--- config.mk ---
export PLATFORM = sky130hd
export DESIGN_NAME = vadc_div
export DESIGN_NICKNAME = d
export VERILOG_FILES = /design/src/rtl/vehicle_attitude_drive_controller_top_defines.svh /design/src/rtl/vadc_pkg.sv /design/src/rtl/vadc_div.sv
export SDC_FILE = /design/constraint.sdc
export NUM_CORES = 2
export LEC_CHECK = 0
export BUFFER_PORTS_ARGS = -buffer_cell sky130_fd_sc_hd__buf_2
export CELL_PAD_IN_SITES_DETAIL_PLACEMENT = 1
export CELL_PAD_IN_SITES_GLOBAL_PLACEMENT = 1
export CORE_MARGIN = 8
export CORE_UTILIZATION = 45
export CTS_CLUSTER_SIZE = 8
export DETAILED_ROUTE_END_ITERATION = 6
export PLACE_DENSITY_LB_ADDON = 0.1
export REMOVE_ABC_BUFFERS = 1
export SLEW_MARGIN = 40
export SYNTH_ARGS = -nofsm -noshare
export SYNTH_HDL_FRONTEND = slang
export SYNTH_SLANG_ARGS = --single-unit
export TNS_END_PERCENT = 10
--- constraint.sdc ---
create_clock -name i_clk -period 9.7 [get_ports i_clk]
set_input_delay 1.455 -clock i_clk [delete_from_list [all_inputs] [get_ports i_clk]]
set_output_delay 1.455 -clock i_clk [all_outputs]
set_load 0.02 [all_outputs]
--- src/rtl/vehicle_attitude_drive_controller_top_defines.svh ---
// assertion macros shared by the attitude and drive controller rtl
`ifndef VEHICLE_ATTITUDE_DRIVE_CONTROLLER_TOP_DEFINES_SVH
`define VEHICLE_ATTITUDE_DRIVE_CONTROLLER_TOP_DEFINES_SVH

// condition implies consequence in the same cycle
`define VADC_ASSERT_IMPLY(lbl, clk, rstn, cond, cons, msg) \
    lbl: assert property (@(posedge clk) disable iff (!(rstn)) (cond) |-> (cons)) \
        else $error(msg);

// condition implies consequence in the next cycle
`define VADC_ASSERT_NEXT(lbl, clk, rstn, cond, cons, msg) \
    lbl: assert property (@(posedge clk) disable iff (!(rstn)) (cond) |=> (cons)) \
        else $error(msg);

`endif

--- src/rtl/vadc_pkg.sv ---
// shared types, constants and fixed point helpers of the attitude and drive controller
`default_nettype none

package vadc_pkg;

    localparam int FRAC_BITS = 16;
    localparam int FX_W      = 32;
    localparam int IN_W      = 304;
    localparam int OUT_W     = 192;
    localparam int SQ_IN_W   = FX_W + FRAC_BITS;
    localparam int SQ_ROOT_W = (SQ_IN_W + 1) / 2;
    localparam int L_SQ      = SQ_ROOT_W;
    localparam int L_DV      = FX_W;

    typedef logic signed [FX_W-1:0] t_fx;

    localparam t_fx FX_MAX   = t_fx'(64'sd2147483647);
    localparam t_fx FX_MIN   = t_fx'(-64'sd2147483647 - 64'sd1);
    localparam t_fx SMALL_FX = t_fx'(((1 << FRAC_BITS) + 50) / 100);
    localparam logic signed [63:0] ONE_W = 64'sd1 <<< FRAC_BITS;
    localparam logic signed [63:0] W_MAX = 64'sd2147483647;
    localparam logic signed [63:0] W_MIN = -64'sd2147483647 - 64'sd1;

    localparam logic [30:0] BANK_RST = 31'd9830;
    localparam logic [30:0] GRIP_RST = 31'd32768000;
    localparam logic [30:0] DRAG_RST = 31'd655360;

    typedef enum logic [2:0] {
        CFG_ATTACHED,
        CFG_PROP_GAIN,
        CFG_DAMP_GAIN,
        CFG_THRUST,
        CFG_YAW_RATE,
        CFG_BANK,
        CFG_GRIP,
        CFG_DRAG
    } t_cfg_idx;

    function automatic t_fx sat32(input logic signed [63:0] v);
        if (v > W_MAX) return FX_MAX;
        if (v < W_MIN) return FX_MIN;
        return t_fx'(v);
    endfunction

    function automatic t_fx fadd(input t_fx a, input t_fx b);
        return sat32(64'(a) + 64'(b));
    endfunction

    function automatic t_fx fsub(input t_fx a, input t_fx b);
        return sat32(64'(a) - 64'(b));
    endfunction

    function automatic t_fx fneg(input t_fx a);
        return sat32(-64'(a));
    endfunction

    // floor of the scaled product
    function automatic t_fx fmul(input t_fx a, input t_fx b);
        logic signed [63:0] p;
        p = 64'(a) * 64'(b);
        return sat32(p >>> FRAC_BITS);
    endfunction

    function automatic t_fx axis2(input logic signed [63:0] p, input logic signed [63:0] q);
        logic signed [63:0] s;
        s = p + q;
        return sat32(s >>> (FRAC_BITS - 1));
    endfunction

    function automatic t_fx axis1(input logic signed [63:0] p, input logic signed [63:0] q);
        logic signed [63:0] s;
        s = p + q;
        return sat32(ONE_W - (s >>> (FRAC_BITS - 1)));
    endfunction

endpackage

`default_nettype wire

--- src/rtl/vadc_div.sv ---
// pipelined signed fixed point divide by a positive speed, one quotient bit per stage
`default_nettype none

module vadc_div (
    input  logic                           i_clk,
    input  logic                           i_en,
    input  vadc_pkg::t_fx                  i_num,
    input  logic [vadc_pkg::SQ_ROOT_W-1:0] i_den,
    output vadc_pkg::t_fx                  o_quo
);
    import vadc_pkg::*;

    localparam int N_W = FX_W + FRAC_BITS;
    localparam int CW  = SQ_ROOT_W + FX_W;
    localparam int QB  = FX_W - 1;

    typedef struct packed {
        logic                 neg;
        logic                 sat;
        logic [N_W-1:0]       rem;
        logic [QB-1:0]        quo;
        logic [SQ_ROOT_W-1:0] den;
    } t_dv;

    t_dv r_st [FX_W];
    t_dv n_st [FX_W];
    t_dv last;
    logic [FX_W-1:0] mag;

    function automatic t_dv div_step(input t_dv s, input int b);
        logic [CW-1:0] dsh;
        t_dv o;
        o   = s;
        dsh = CW'(s.den) << b;
        if (CW'(s.rem) >= dsh) begin
            o.rem = s.rem - dsh[N_W-1:0];
            o.quo = s.quo | (QB'(1) << b);
        end
        return o;
    endfunction

    always_comb begin
        // magnitude of the most negative value still fits unsigned
        mag          = i_num[FX_W-1] ? FX_W'(-i_num) : FX_W'(i_num);
        n_st[0].neg  = i_num[FX_W-1];
        n_st[0].rem  = {mag, FRAC_BITS'(0)};
        n_st[0].quo  = '0;
        n_st[0].den  = i_den;
        n_st[0].sat  = CW'({mag, FRAC_BITS'(0)}) >= (CW'(i_den) << QB);
        for (int k = 1; k < FX_W; k++) begin
            n_st[k] = div_step(r_st[k-1], QB - k);
        end
    end

    always_ff @(posedge i_clk) begin
        if (i_en) begin
            for (int k = 0; k < FX_W; k++) begin
                r_st[k] <= n_st[k];
            end
        end
    end

    always_comb begin
        last = r_st[FX_W-1];
        if (last.sat) begin
            o_quo = last.neg ? FX_MIN : FX_MAX;
        end else if (last.neg) begin
            o_quo = -t_fx'({1'b0, last.quo});
        end else begin
            o_quo = t_fx'({1'b0, last.quo});
        end
    end

endmodule

`default_nettype wire

==> flow_summary_export.csv <==
group,metric,value,unit
status,status,"finished clean",
worst_setup_path,path_buf_inv,1,
die,row_count,193,
timing,final-setup-viol-count,0,
yosys,synth_fa_ha_area_frac,0.0789,
worst_setup_path,worstSetupEndpointType,"output pin",
cts,ctsResizeCount,0,
finish,top_regs,"r_st x2416",
yosys,yosysTopAreaCell,"edfxtp_1",
routing,via_per_inst,5.64,
global_route,grt_pass1_vias,85800,
routing,wire_per_inst,22.1,microns
yosys,synth_edf_count,2416,
cts,cts_hold_buf,0,
routing,drt_iter0_drc,5569,
cts,clock_sinks,2416,
worst_setup_path,cp.arrival,4.04,ns
routing,num_vias,82700,
finish,drive_gt1_frac,0.0761,
finish,largest_register_ffs,2416,
global_route,antenna_found_initial,16,
timing,setup_tns,0,ns
worst_setup_path,crit_fanout,4,
global_route,grt_max_degree,176,
timing,report.final.slew_viol_count,0,
pwr,vdd_drop_max,0.177,mV
worst_setup_path,cp_top_family,"simple AND/OR/NAND/NOR gates",
pwr,power_density,278,mW/mm^2
yosys,async_flop_share,0,
yosys,yosysWarnings,0,
placed_design,dp_hpwl,241,mm
finish,register_area,0.0725,sq mm
routing,drc,0,
timing,fmax,0.182,GHz
worst_setup_path,path_cells,"or4_1, or3_1, nor3_1, nand3_1, or4_1, nand2_1, nand2_1, a21oi_1, buf_2",
finish,fillers,28700,
yosys,synth_top_family_by_area,"compound AO/OA/AOI/OAI gates",
yosys,ys_ff_latch,2416,
finish,areaGrowthSynthToFinish,11.7,%
timing,tightest_slew,1.05,ns
cts,cts_tree,"done",
timing,hold_slack,0.374,ns
yosys,synth_seq_area_share,0.579,
finish,regMostFlops,"r_st",
worst_hold_path,hold_path.class,"reg -> reg",
finish,final_cell_mix,"edfxtp_1, inv_1, ha_1",
timing,rsz0062_at_grt,"no",
worst_setup_path,cpPeakStageDelay,0.59,ns
worst_setup_path,crit_start,"r_st[1][1614]",
worst_setup_path,r2r_start,"r_st[1][1139]",
cts,insertion_delay,0.94,ns
yosys,ys.flop_type,"edfxtp_1",
yosys,synth.distinct_cells,97,
routing,antenna_left,0,
yosys,synth_compound_area_frac,0.123,
yosys,syn_area_per_cell,11.8,sq um
timing,clock_skew,0.0980,ns
timing,relSlewSlack,0.294,
routing,wirelength,324,mm
pwr,p_leak,0.0542,uW
yosys,synth_top_area_frac,0.579,
finish,final_common_cell,"edfxtp_1",
cts,clk_pin_slew,0.05,ns
yosys,synth_xor_area_frac,0.0595,
finish,nets,11700,
global_route,grt_overflow_total,0,
cts,numCtsBuffers,343,
timing,fin_crit_sh,0.567,
die,core-area,0.277,sq mm
global_route,grt.total_usage,0.213,
cts,cts.path.max_buffers,4,
die,boundaryPins,90,
yosys,synth-simple-area-share,0.107,
placed_design,numPortBuffers,89,
routing,first_pass_iters,5,
die,start_util,0.453,
die,die_h,544,microns
worst_setup_path,cp_slowest_cell,"or4_1",
flow_run,drv_cap,0,
yosys,synthTopCellsByArea,"edfxtp_1, ha_1, xnor2_1",
timing,finalHoldViolCount,0,
yosys,netlist_area,0.125,sq mm
die,die_w,544,microns
cts,h-tree-depth,5,
timing,fin_crit,5.50,ns
worst_setup_path,cp.required,8.25,ns
placed_design,routabilityCongestion,0.901,
global_route,grt_pass1_wl,502,mm
cts,postCtsSetupBuffers,0,
yosys,netlist_instances,10600,
worst_hold_path,min-delay-start,"r_st[0][1308]",
finish,multi_input_area,0.0486,sq mm
yosys,synthMuxAreaShare,0.0166,
worst_setup_path,critPathKind,"reg -> out",
cts,root_buffer,"clkbuf_16",
worst_setup_path,cp-start-kind,"register",
die,dieArea,0.296,sq mm
==> kinds of logic after synthesis <==
logic type | count (synthesis)
and+or+nand+nor | 2741
AOI/OAI and AO/OA | 2459
DFF | 2416
buffers and inverters | 1167
xor gates and xnor gates | 852
adders and majority gates | 772
muxes | 187
==> metal layers <==
metal  wire, microns  GRT usage  vias to the layer above
met5               0          0                        -
met3           14500     0.0296                      461
li1                -          -                    39500
met4            9150     0.0587                        0
met2          151000      0.349                     1559
met1          149000      0.299                    41200
==> cell type report <==
class                      count  share of cell area
inverter                     957              0.0257
tap                         3705              0.0331
multi-input combinational   7011               0.347
timing repair buffer         162             0.00953
sequential                  2416               0.518
antenna                       15            0.000268
clock inverter                35             0.00441
clock buffer                 357              0.0617
==> synth_stat cells, types with 20 or more instances <==
master,instances
o21ai_0,628
and2_1,34
nor3_1,212
xor2_1,383
o2111ai_1,22
edfxtp_1,2416
nor2b_1,128
mux2_2,164
or2_2,50
o31ai_1,79
o41ai_1,29
nand4b_1,24
a2111oi_0,20
o21a_1,123
o211ai_1,41
a21boi_0,41
fa_1,30
a21oi_1,708
inv_1,955
a31oi_1,64
or3_1,106
mux2i_1,22
nand3_1,182
a21o_1,349
nor4b_1,21
nand2_1,726
xnor2_1,469
nand2b_1,131
clkbuf_1,182
nand4_1,102
or4_1,55
nor4_1,117
a211oi_1,75
o21bai_1,79
nor2_1,703
ha_1,742
and3_1,67
==> power by group <==
group	switching (uW)	total, uW	internal [uW]
Combinational	7510	12700	5220
Sequential	1380	15600	14200
Clock	4370	10700	6300
==> per-stage QoR <==
stage / setup slack, ns / area (sq um) / instances / power [uW] / util
2_1_floorplan: 3.61 / 124000 / 10400 / 24300 / -
3_3_place_gp: 3.41 / 130000 / 14200 / 27800 / 0.471
3_5_place_dp: 3.37 / 130000 / 14200 / 28300 / 0.472
4_1_cts: 4.07 / 140000 / 14600 / 39300 / 0.505
5_1_grt: 4.02 / 140000 / 14700 / 41200 / 0.506
6_report: 4.20 / 140000 / 14700 / 39000 / 0.506
==> worst paths after layout <==
path	to	depth (start not counted)	slack (ns)
min	r_st[0][1413]	0	0.37
max reg2reg	r_st[1][1218]	9	5.16
max	o_quo[29]	9	4.20
min reg2reg	r_st[0][1413]	0	0.37
Note: power is estimated with default switching activity, not from simulation.
