===== config.mk =====
export PLATFORM = sky130hd
export DESIGN_NAME = vadc_sqrt
export DESIGN_NICKNAME = d
export VERILOG_FILES = /design/src/rtl/vehicle_attitude_drive_controller_top_defines.svh /design/src/rtl/vadc_pkg.sv /design/src/rtl/vadc_sqrt.sv
export SDC_FILE = /design/constraint.sdc
export NUM_CORES = 2
export LEC_CHECK = 0
export BUFFER_PORTS_ARGS = -buffer_cell sky130_fd_sc_hd__buf_2
export CAP_MARGIN = 30
export CORE_MARGIN = 1
export CORE_UTILIZATION = 50
export CTS_CLUSTER_DIAMETER = 200
export DETAILED_ROUTE_END_ITERATION = 7
export PLACE_DENSITY = 0.65
export SYNTH_ARGS = -nofsm -noshare
export SYNTH_HDL_FRONTEND = slang
export SYNTH_SLANG_ARGS = --single-unit

===== constraint.sdc =====
create_clock -name i_clk -period 9.6 [get_ports i_clk]
set_clock_uncertainty 0.15 [all_clocks]
set_input_delay 1.44 -clock i_clk [delete_from_list [all_inputs] [get_ports i_clk]]
set_output_delay 1.44 -clock i_clk [all_outputs]
set_load 0.02 [all_outputs]

===== src/rtl/vehicle_attitude_drive_controller_top_defines.svh =====
// assertion macros shared by the attitude and drive controller rtl
`ifndef VEHICLE_ATTITUDE_DRIVE_CONTROLLER_TOP_DEFINES_SVH
`define VEHICLE_ATTITUDE_DRIVE_CONTROLLER_TOP_DEFINES_SVH

// condition implies consequence in the same cycle
`define VADC_ASSERT_IMPLY(lbl, clk, rstn, cond, cons, msg) \
    lbl: assert property (@(posedge clk) disable iff (!(rstn)) (cond) |-> (cons)) \
        else $error(msg);

// condition implies consequence in the next cycle
`define VADC_ASSERT_NEXT(lbl, clk, rstn, cond, cons, msg) \
    lbl: assert property (@(posedge clk) disable iff (!(rstn)) (cond) |=> (cons)) \
        else $error(msg);

`endif


===== src/rtl/vadc_pkg.sv =====
// shared types, constants and fixed point helpers of the attitude and drive controller
`default_nettype none

package vadc_pkg;

    localparam int FRAC_BITS = 16;
    localparam int FX_W      = 32;
    localparam int IN_W      = 304;
    localparam int OUT_W     = 192;
    localparam int SQ_IN_W   = FX_W + FRAC_BITS;
    localparam int SQ_ROOT_W = (SQ_IN_W + 1) / 2;
    localparam int L_SQ      = SQ_ROOT_W;
    localparam int L_DV      = FX_W;

    typedef logic signed [FX_W-1:0] t_fx;

    localparam t_fx FX_MAX   = t_fx'(64'sd2147483647);
    localparam t_fx FX_MIN   = t_fx'(-64'sd2147483647 - 64'sd1);
    localparam t_fx SMALL_FX = t_fx'(((1 << FRAC_BITS) + 50) / 100);
    localparam logic signed [63:0] ONE_W = 64'sd1 <<< FRAC_BITS;
    localparam logic signed [63:0] W_MAX = 64'sd2147483647;
    localparam logic signed [63:0] W_MIN = -64'sd2147483647 - 64'sd1;

    localparam logic [30:0] BANK_RST = 31'd9830;
    localparam logic [30:0] GRIP_RST = 31'd32768000;
    localparam logic [30:0] DRAG_RST = 31'd655360;

    typedef enum logic [2:0] {
        CFG_ATTACHED,
        CFG_PROP_GAIN,
        CFG_DAMP_GAIN,
        CFG_THRUST,
        CFG_YAW_RATE,
        CFG_BANK,
        CFG_GRIP,
        CFG_DRAG
    } t_cfg_idx;

    function automatic t_fx sat32(input logic signed [63:0] v);
        if (v > W_MAX) return FX_MAX;
        if (v < W_MIN) return FX_MIN;
        return t_fx'(v);
    endfunction

    function automatic t_fx fadd(input t_fx a, input t_fx b);
        return sat32(64'(a) + 64'(b));
    endfunction

    function automatic t_fx fsub(input t_fx a, input t_fx b);
        return sat32(64'(a) - 64'(b));
    endfunction

    function automatic t_fx fneg(input t_fx a);
        return sat32(-64'(a));
    endfunction

    // floor of the scaled product
    function automatic t_fx fmul(input t_fx a, input t_fx b);
        logic signed [63:0] p;
        p = 64'(a) * 64'(b);
        return sat32(p >>> FRAC_BITS);
    endfunction

    function automatic t_fx axis2(input logic signed [63:0] p, input logic signed [63:0] q);
        logic signed [63:0] s;
        s = p + q;
        return sat32(s >>> (FRAC_BITS - 1));
    endfunction

    function automatic t_fx axis1(input logic signed [63:0] p, input logic signed [63:0] q);
        logic signed [63:0] s;
        s = p + q;
        return sat32(ONE_W - (s >>> (FRAC_BITS - 1)));
    endfunction

endpackage

`default_nettype wire


===== src/rtl/vadc_sqrt.sv =====
// pipelined integer square root, one root bit per stage
`default_nettype none

module vadc_sqrt (
    input  logic                           i_clk,
    input  logic                           i_en,
    input  logic [vadc_pkg::SQ_IN_W-1:0]   i_rad,
    output logic [vadc_pkg::SQ_ROOT_W-1:0] o_root
);
    import vadc_pkg::*;

    logic [SQ_IN_W-1:0] r_v   [SQ_ROOT_W];
    logic [SQ_IN_W-1:0] r_res [SQ_ROOT_W];
    logic [SQ_IN_W-1:0] n_v   [SQ_ROOT_W];
    logic [SQ_IN_W-1:0] n_res [SQ_ROOT_W];

    function automatic logic [2*SQ_IN_W-1:0] root_step(input logic [SQ_IN_W-1:0] v,
                                                        input logic [SQ_IN_W-1:0] res,
                                                        input logic [SQ_IN_W-1:0] bitv);
        logic [SQ_IN_W:0] trial;
        trial = {1'b0, res} + {1'b0, bitv};
        if ({1'b0, v} >= trial) begin
            return {v - trial[SQ_IN_W-1:0], (res >> 1) + bitv};
        end
        return {v, res >> 1};
    endfunction

    always_comb begin
        {n_v[0], n_res[0]} = root_step(i_rad, '0, SQ_IN_W'(1) << (2 * (SQ_ROOT_W - 1)));
        for (int k = 1; k < SQ_ROOT_W; k++) begin
            {n_v[k], n_res[k]} = root_step(r_v[k-1], r_res[k-1],
                                           SQ_IN_W'(1) << (2 * (SQ_ROOT_W - 1 - k)));
        end
    end

    always_ff @(posedge i_clk) begin
        if (i_en) begin
            for (int k = 0; k < SQ_ROOT_W; k++) begin
                r_v[k]   <= n_v[k];
                r_res[k] <= n_res[k];
            end
        end
    end

    assign o_root = r_res[SQ_ROOT_W-1][SQ_ROOT_W-1:0];

endmodule

`default_nettype wire


==> flow_metrics.env <==
export IMPL_pwr_share_comb_pct=18.1
export IMPL_power_density_mw_per_mm2=229.8
export IMPL_drive_above_1_share_pct=7.445
export IMPL_vias=41762
export IMPL_hold_buffers=0
export IMPL_reg2reg_slack_ps=5210
export IMPL_cts_tree="done"
export IMPL_async_flop_share_pct=0
export IMPL_pre_cts_slack_ps=5288
export IMPL_utilization_pct=56.06
export IMPL_synth_yosys_seq_area_share_pct=62.75
export IMPL_die_area_mm2=0.1358
export IMPL_seq_area_mm2=0.04216
export IMPL_grt_start_max_net_pins=179
export IMPL_vias_per_cell=5.677
export IMPL_reg2reg_depth=10
export IMPL_overflow=0
export IMPL_hold_start="r_res[2][118]$_DFFE_PP_"
export IMPL_post_cts_setup_buffers=0
export IMPL_htreeDepth=4
export IMPL_path_cells="or4_1, or2_2, a2111oi_0, and4_1, o31a_1, buf_4, inv_1, nand2b_1, nor4_1, xor2_1"
export IMPL_final_nets=5843
export IMPL_ir_worst_vdd_uv=175.5
export IMPL_rsz0062_at_grt="false"
export IMPL_hp_class="reg2reg"
export IMPL_clock_latency_ps=780
export IMPL_cpPeakStageDelay_ps=620
export IMPL_grt_first_pass_wirelength_um=225600
export IMPL_multi_input_area_mm2=0.02315
export IMPL_slowest_stage="or4_1"
export IMPL_routed_wl_um=145700
export IMPL_rows=134
export IMPL_portBuffers=73
export IMPL_yosysWarnings=0
export IMPL_hold_path_end="r_res[2][165]$_DFFE_PP_"
export IMPL_clock_root_buffer="clkbuf_16"
export IMPL_period_share_pct=45.70
export IMPL_status="completed"
export IMPL_die_h_um=368.6
export IMPL_synth_edf_count=1404
export IMPL_crit_family="simple AND/OR/NAND/NOR gates"
export IMPL_clockPowerShare_pct=33.4
export IMPL_diodes=0
export IMPL_die_w_um=368.6
export IMPL_power_total_mw=17.19
export IMPL_numCtsBuffers=147
export IMPL_switching_share_pct=28.34
export IMPL_grt_pass1_vias=40424
export IMPL_timing_rr_end="r_v[2][319]$_DFFE_PP_"
export IMPL_core_mm2=0.1335
export IMPL_ios=74
export IMPL_postRouteAntennaNets=0
export IMPL_ys_flop_type="edfxtp_1"
export IMPL_switchingPower_mw=4.871
export IMPL_relSlewSlack_pct=20.62
export IMPL_timing_final_crit_period_ps=4387
export IMPL_required_ps=9950
export IMPL_syn_num_nets=5684
export IMPL_cts_resized_gates=0
export IMPL_finalSetupTns_ps=0
export IMPL_synth_area_mm2=0.06719
export IMPL_n_fill_cell=10847
export IMPL_cap_violations=0
export IMPL_p_int_mw=12.32
export IMPL_dp_hpwl_um=107700
export IMPL_drv_slew=0
export IMPL_gp_congestion=0.8995
export IMPL_worstSetupPathType="reg2reg"
export IMPL_syn2layout_area_growth_pct=11.35
export IMPL_post_synth_num_cell_types=89
export IMPL_cts_num_sinks=1404
export IMPL_drtIter0Drc=3332
export IMPL_first_pass_iters=6
export IMPL_clk_pin_slew_ps=60
export IMPL_p_leak_nw=28.05
export IMPL_max_freq_mhz=227.9
export IMPL_endpoint_kind="flop"
export IMPL_min_path_cells=0
export IMPL_cts_max_path_buffers=3
export IMPL_power_frac_seq_pct=48.4
export IMPL_finalHoldViolCount=0
export IMPL_yosys_register_bits=1404
export IMPL_crit_buf_inv=2
export IMPL_syn_inst=5312
export IMPL_crit_fanout=38
export IMPL_max_slew_worst_pin_slew_ps=1191
export IMPL_routedWlPerCell_um=19.81
export IMPL_track_usage_pct=21.24
export IMPL_drc=0
export IMPL_start_util_pct=50.34
export IMPL_crit_path_start_kind="flop"
export IMPL_layout_setup_ws_ps=5213
export IMPL_synth_avg_cell_area_um2=12.65
export IMPL_worstReg2RegStart="r_v[2][266]$_DFFE_PP_"
export IMPL_crit_arrival_ps=4730
export IMPL_antenna_found_initial=2
export IMPL_setup_viol=0
-- worst max-delay path by stage --
stage,startpoint,endpoint,slack (ps),cells after the start
after detailed placement,r_v[2][266]$_DFFE_PP_,r_v[2][319]$_DFFE_PP_,5290,10
after global routing,r_v[2][266]$_DFFE_PP_,r_v[2][319]$_DFFE_PP_,4960,10
final,r_v[2][266]$_DFFE_PP_,r_v[2][319]$_DFFE_PP_,5210,10
after CTS,r_v[2][266]$_DFFE_PP_,r_v[2][319]$_DFFE_PP_,5270,10
after global placement,i_en,r_res[0][373]$_DFFE_PP_,5270,3
after floorplan,r_v[2][265]$_DFFE_PP_,r_v[2][330]$_DFFE_PP_,6250,9
-- routing by layer --
layer | GRT usage [%] | routed length [µm] | vias up
met5 | 0 | 0 | -
met4 | 5.993 | 3337 | 0
met3 | 3.162 | 7353 | 205
met2 | 36.61 | 72050 | 1030
met1 | 27.83 | 62970 | 20223
li1 | - | - | 20304
-- synthesized netlist by cell type, types with 34 or more instances --
| library cell | count | area share, % |
|---|---|---|
| ha_1 | 322 | 6.0 |
| mux2_2 | 36 | 0.60 |
| or3_1 | 55 | 0.51 |
| or4_1 | 43 | 0.48 |
| nor2_1 | 311 | 1.7 |
| clkbuf_1 | 87 | 0.49 |
| a21o_1 | 115 | 1.3 |
| edfxtp_1 | 1404 | 63 |
| nand3_1 | 76 | 0.57 |
| xor2_1 | 245 | 3.2 |
| xnor2_1 | 227 | 3.0 |
| nor4_1 | 196 | 1.8 |
| o31ai_1 | 34 | 0.38 |
| nand2_1 | 373 | 2.1 |
| nand2b_1 | 55 | 0.51 |
| o21a_1 | 54 | 0.60 |
| nor3_1 | 158 | 1.2 |
| inv_1 | 396 | 2.2 |
| nand4_1 | 95 | 0.88 |
| o21ai_0 | 258 | 1.9 |
| a21oi_1 | 291 | 2.2 |
| nor2b_1 | 36 | 0.34 |
-- cells by family after synthesis --
logic type	Yosys count	synth area share, %
XOR/XNOR	472	6.153
multiplexers	47	0.7691
adder cells (fa/ha/maj)	322	5.996
AND/OR/NAND/NOR	1563	12.09
AO/OA/AOI/OAI	1004	9.399
buffers and inverters	500	2.840
flip-flops	1404	62.75
-- per-stage QoR --
| stage | hold WS [ps] | cell area, µm² | instances |
|---|---|---|---|
| after floorplan | 266.6 | 67190 | 5312 |
| after global routing | 290.1 | 74820 | 7356 |
| after detailed placement | 280.3 | 69790 | 7087 |
| final | 281.5 | 74820 | 7356 |
| after global placement | 275.9 | 69690 | 7082 |
| after CTS | 286.3 | 74750 | 7353 |
-- power groups by stage --
stage	Clock, mW	Combinational [mW]	Sequential [mW]
6_report	5.74	3.12	8.33
5_1_grt	6.10	3.45	8.40
4_1_cts	5.87	3.11	8.33
3_5_place_dp	0	3.08	8.45
3_3_place_gp	0	3.04	8.44
2_1_floorplan	0	2.30	8.16
-- layout make-up --
| type | instances | area share (%) |
|---|---|---|
| inverter | 396 | 1.987 |
| multi-input combinational | 3408 | 30.95 |
| tap | 1768 | 2.957 |
| timing repair buffer | 114 | 1.122 |
| sequential | 1404 | 56.35 |
| clock buffer | 175 | 5.086 |
| clock inverter | 91 | 1.552 |
-- state kept, by name, indices dropped and copies added (netlist names) --
signal,flops
r_v,1104
r_res,300
-- cells in the final DEF, fill, tap and decap left out, types with 43 or more instances in the layout --
cell type / netlist / layout
a21o_1: 115 / 115
a21oi_1: 291 / 291
buf_2: 10 / 73
clkbuf_16: 0 / 148
edfxtp_1: 1404 / 1404
ha_1: 322 / 322
inv_1: 396 / 396
nand2_1: 373 / 373
nand2b_1: 55 / 55
nand3_1: 76 / 76
nand4_1: 95 / 95
nor2_1: 311 / 311
nor3_1: 158 / 157
nor4_1: 196 / 196
o21a_1: 54 / 54
o21ai_0: 258 / 258
or3_1: 55 / 55
or4_1: 43 / 43
xnor2_1: 227 / 227
xor2_1: 245 / 245
Note: power is estimated with default switching activity, not from simulation.
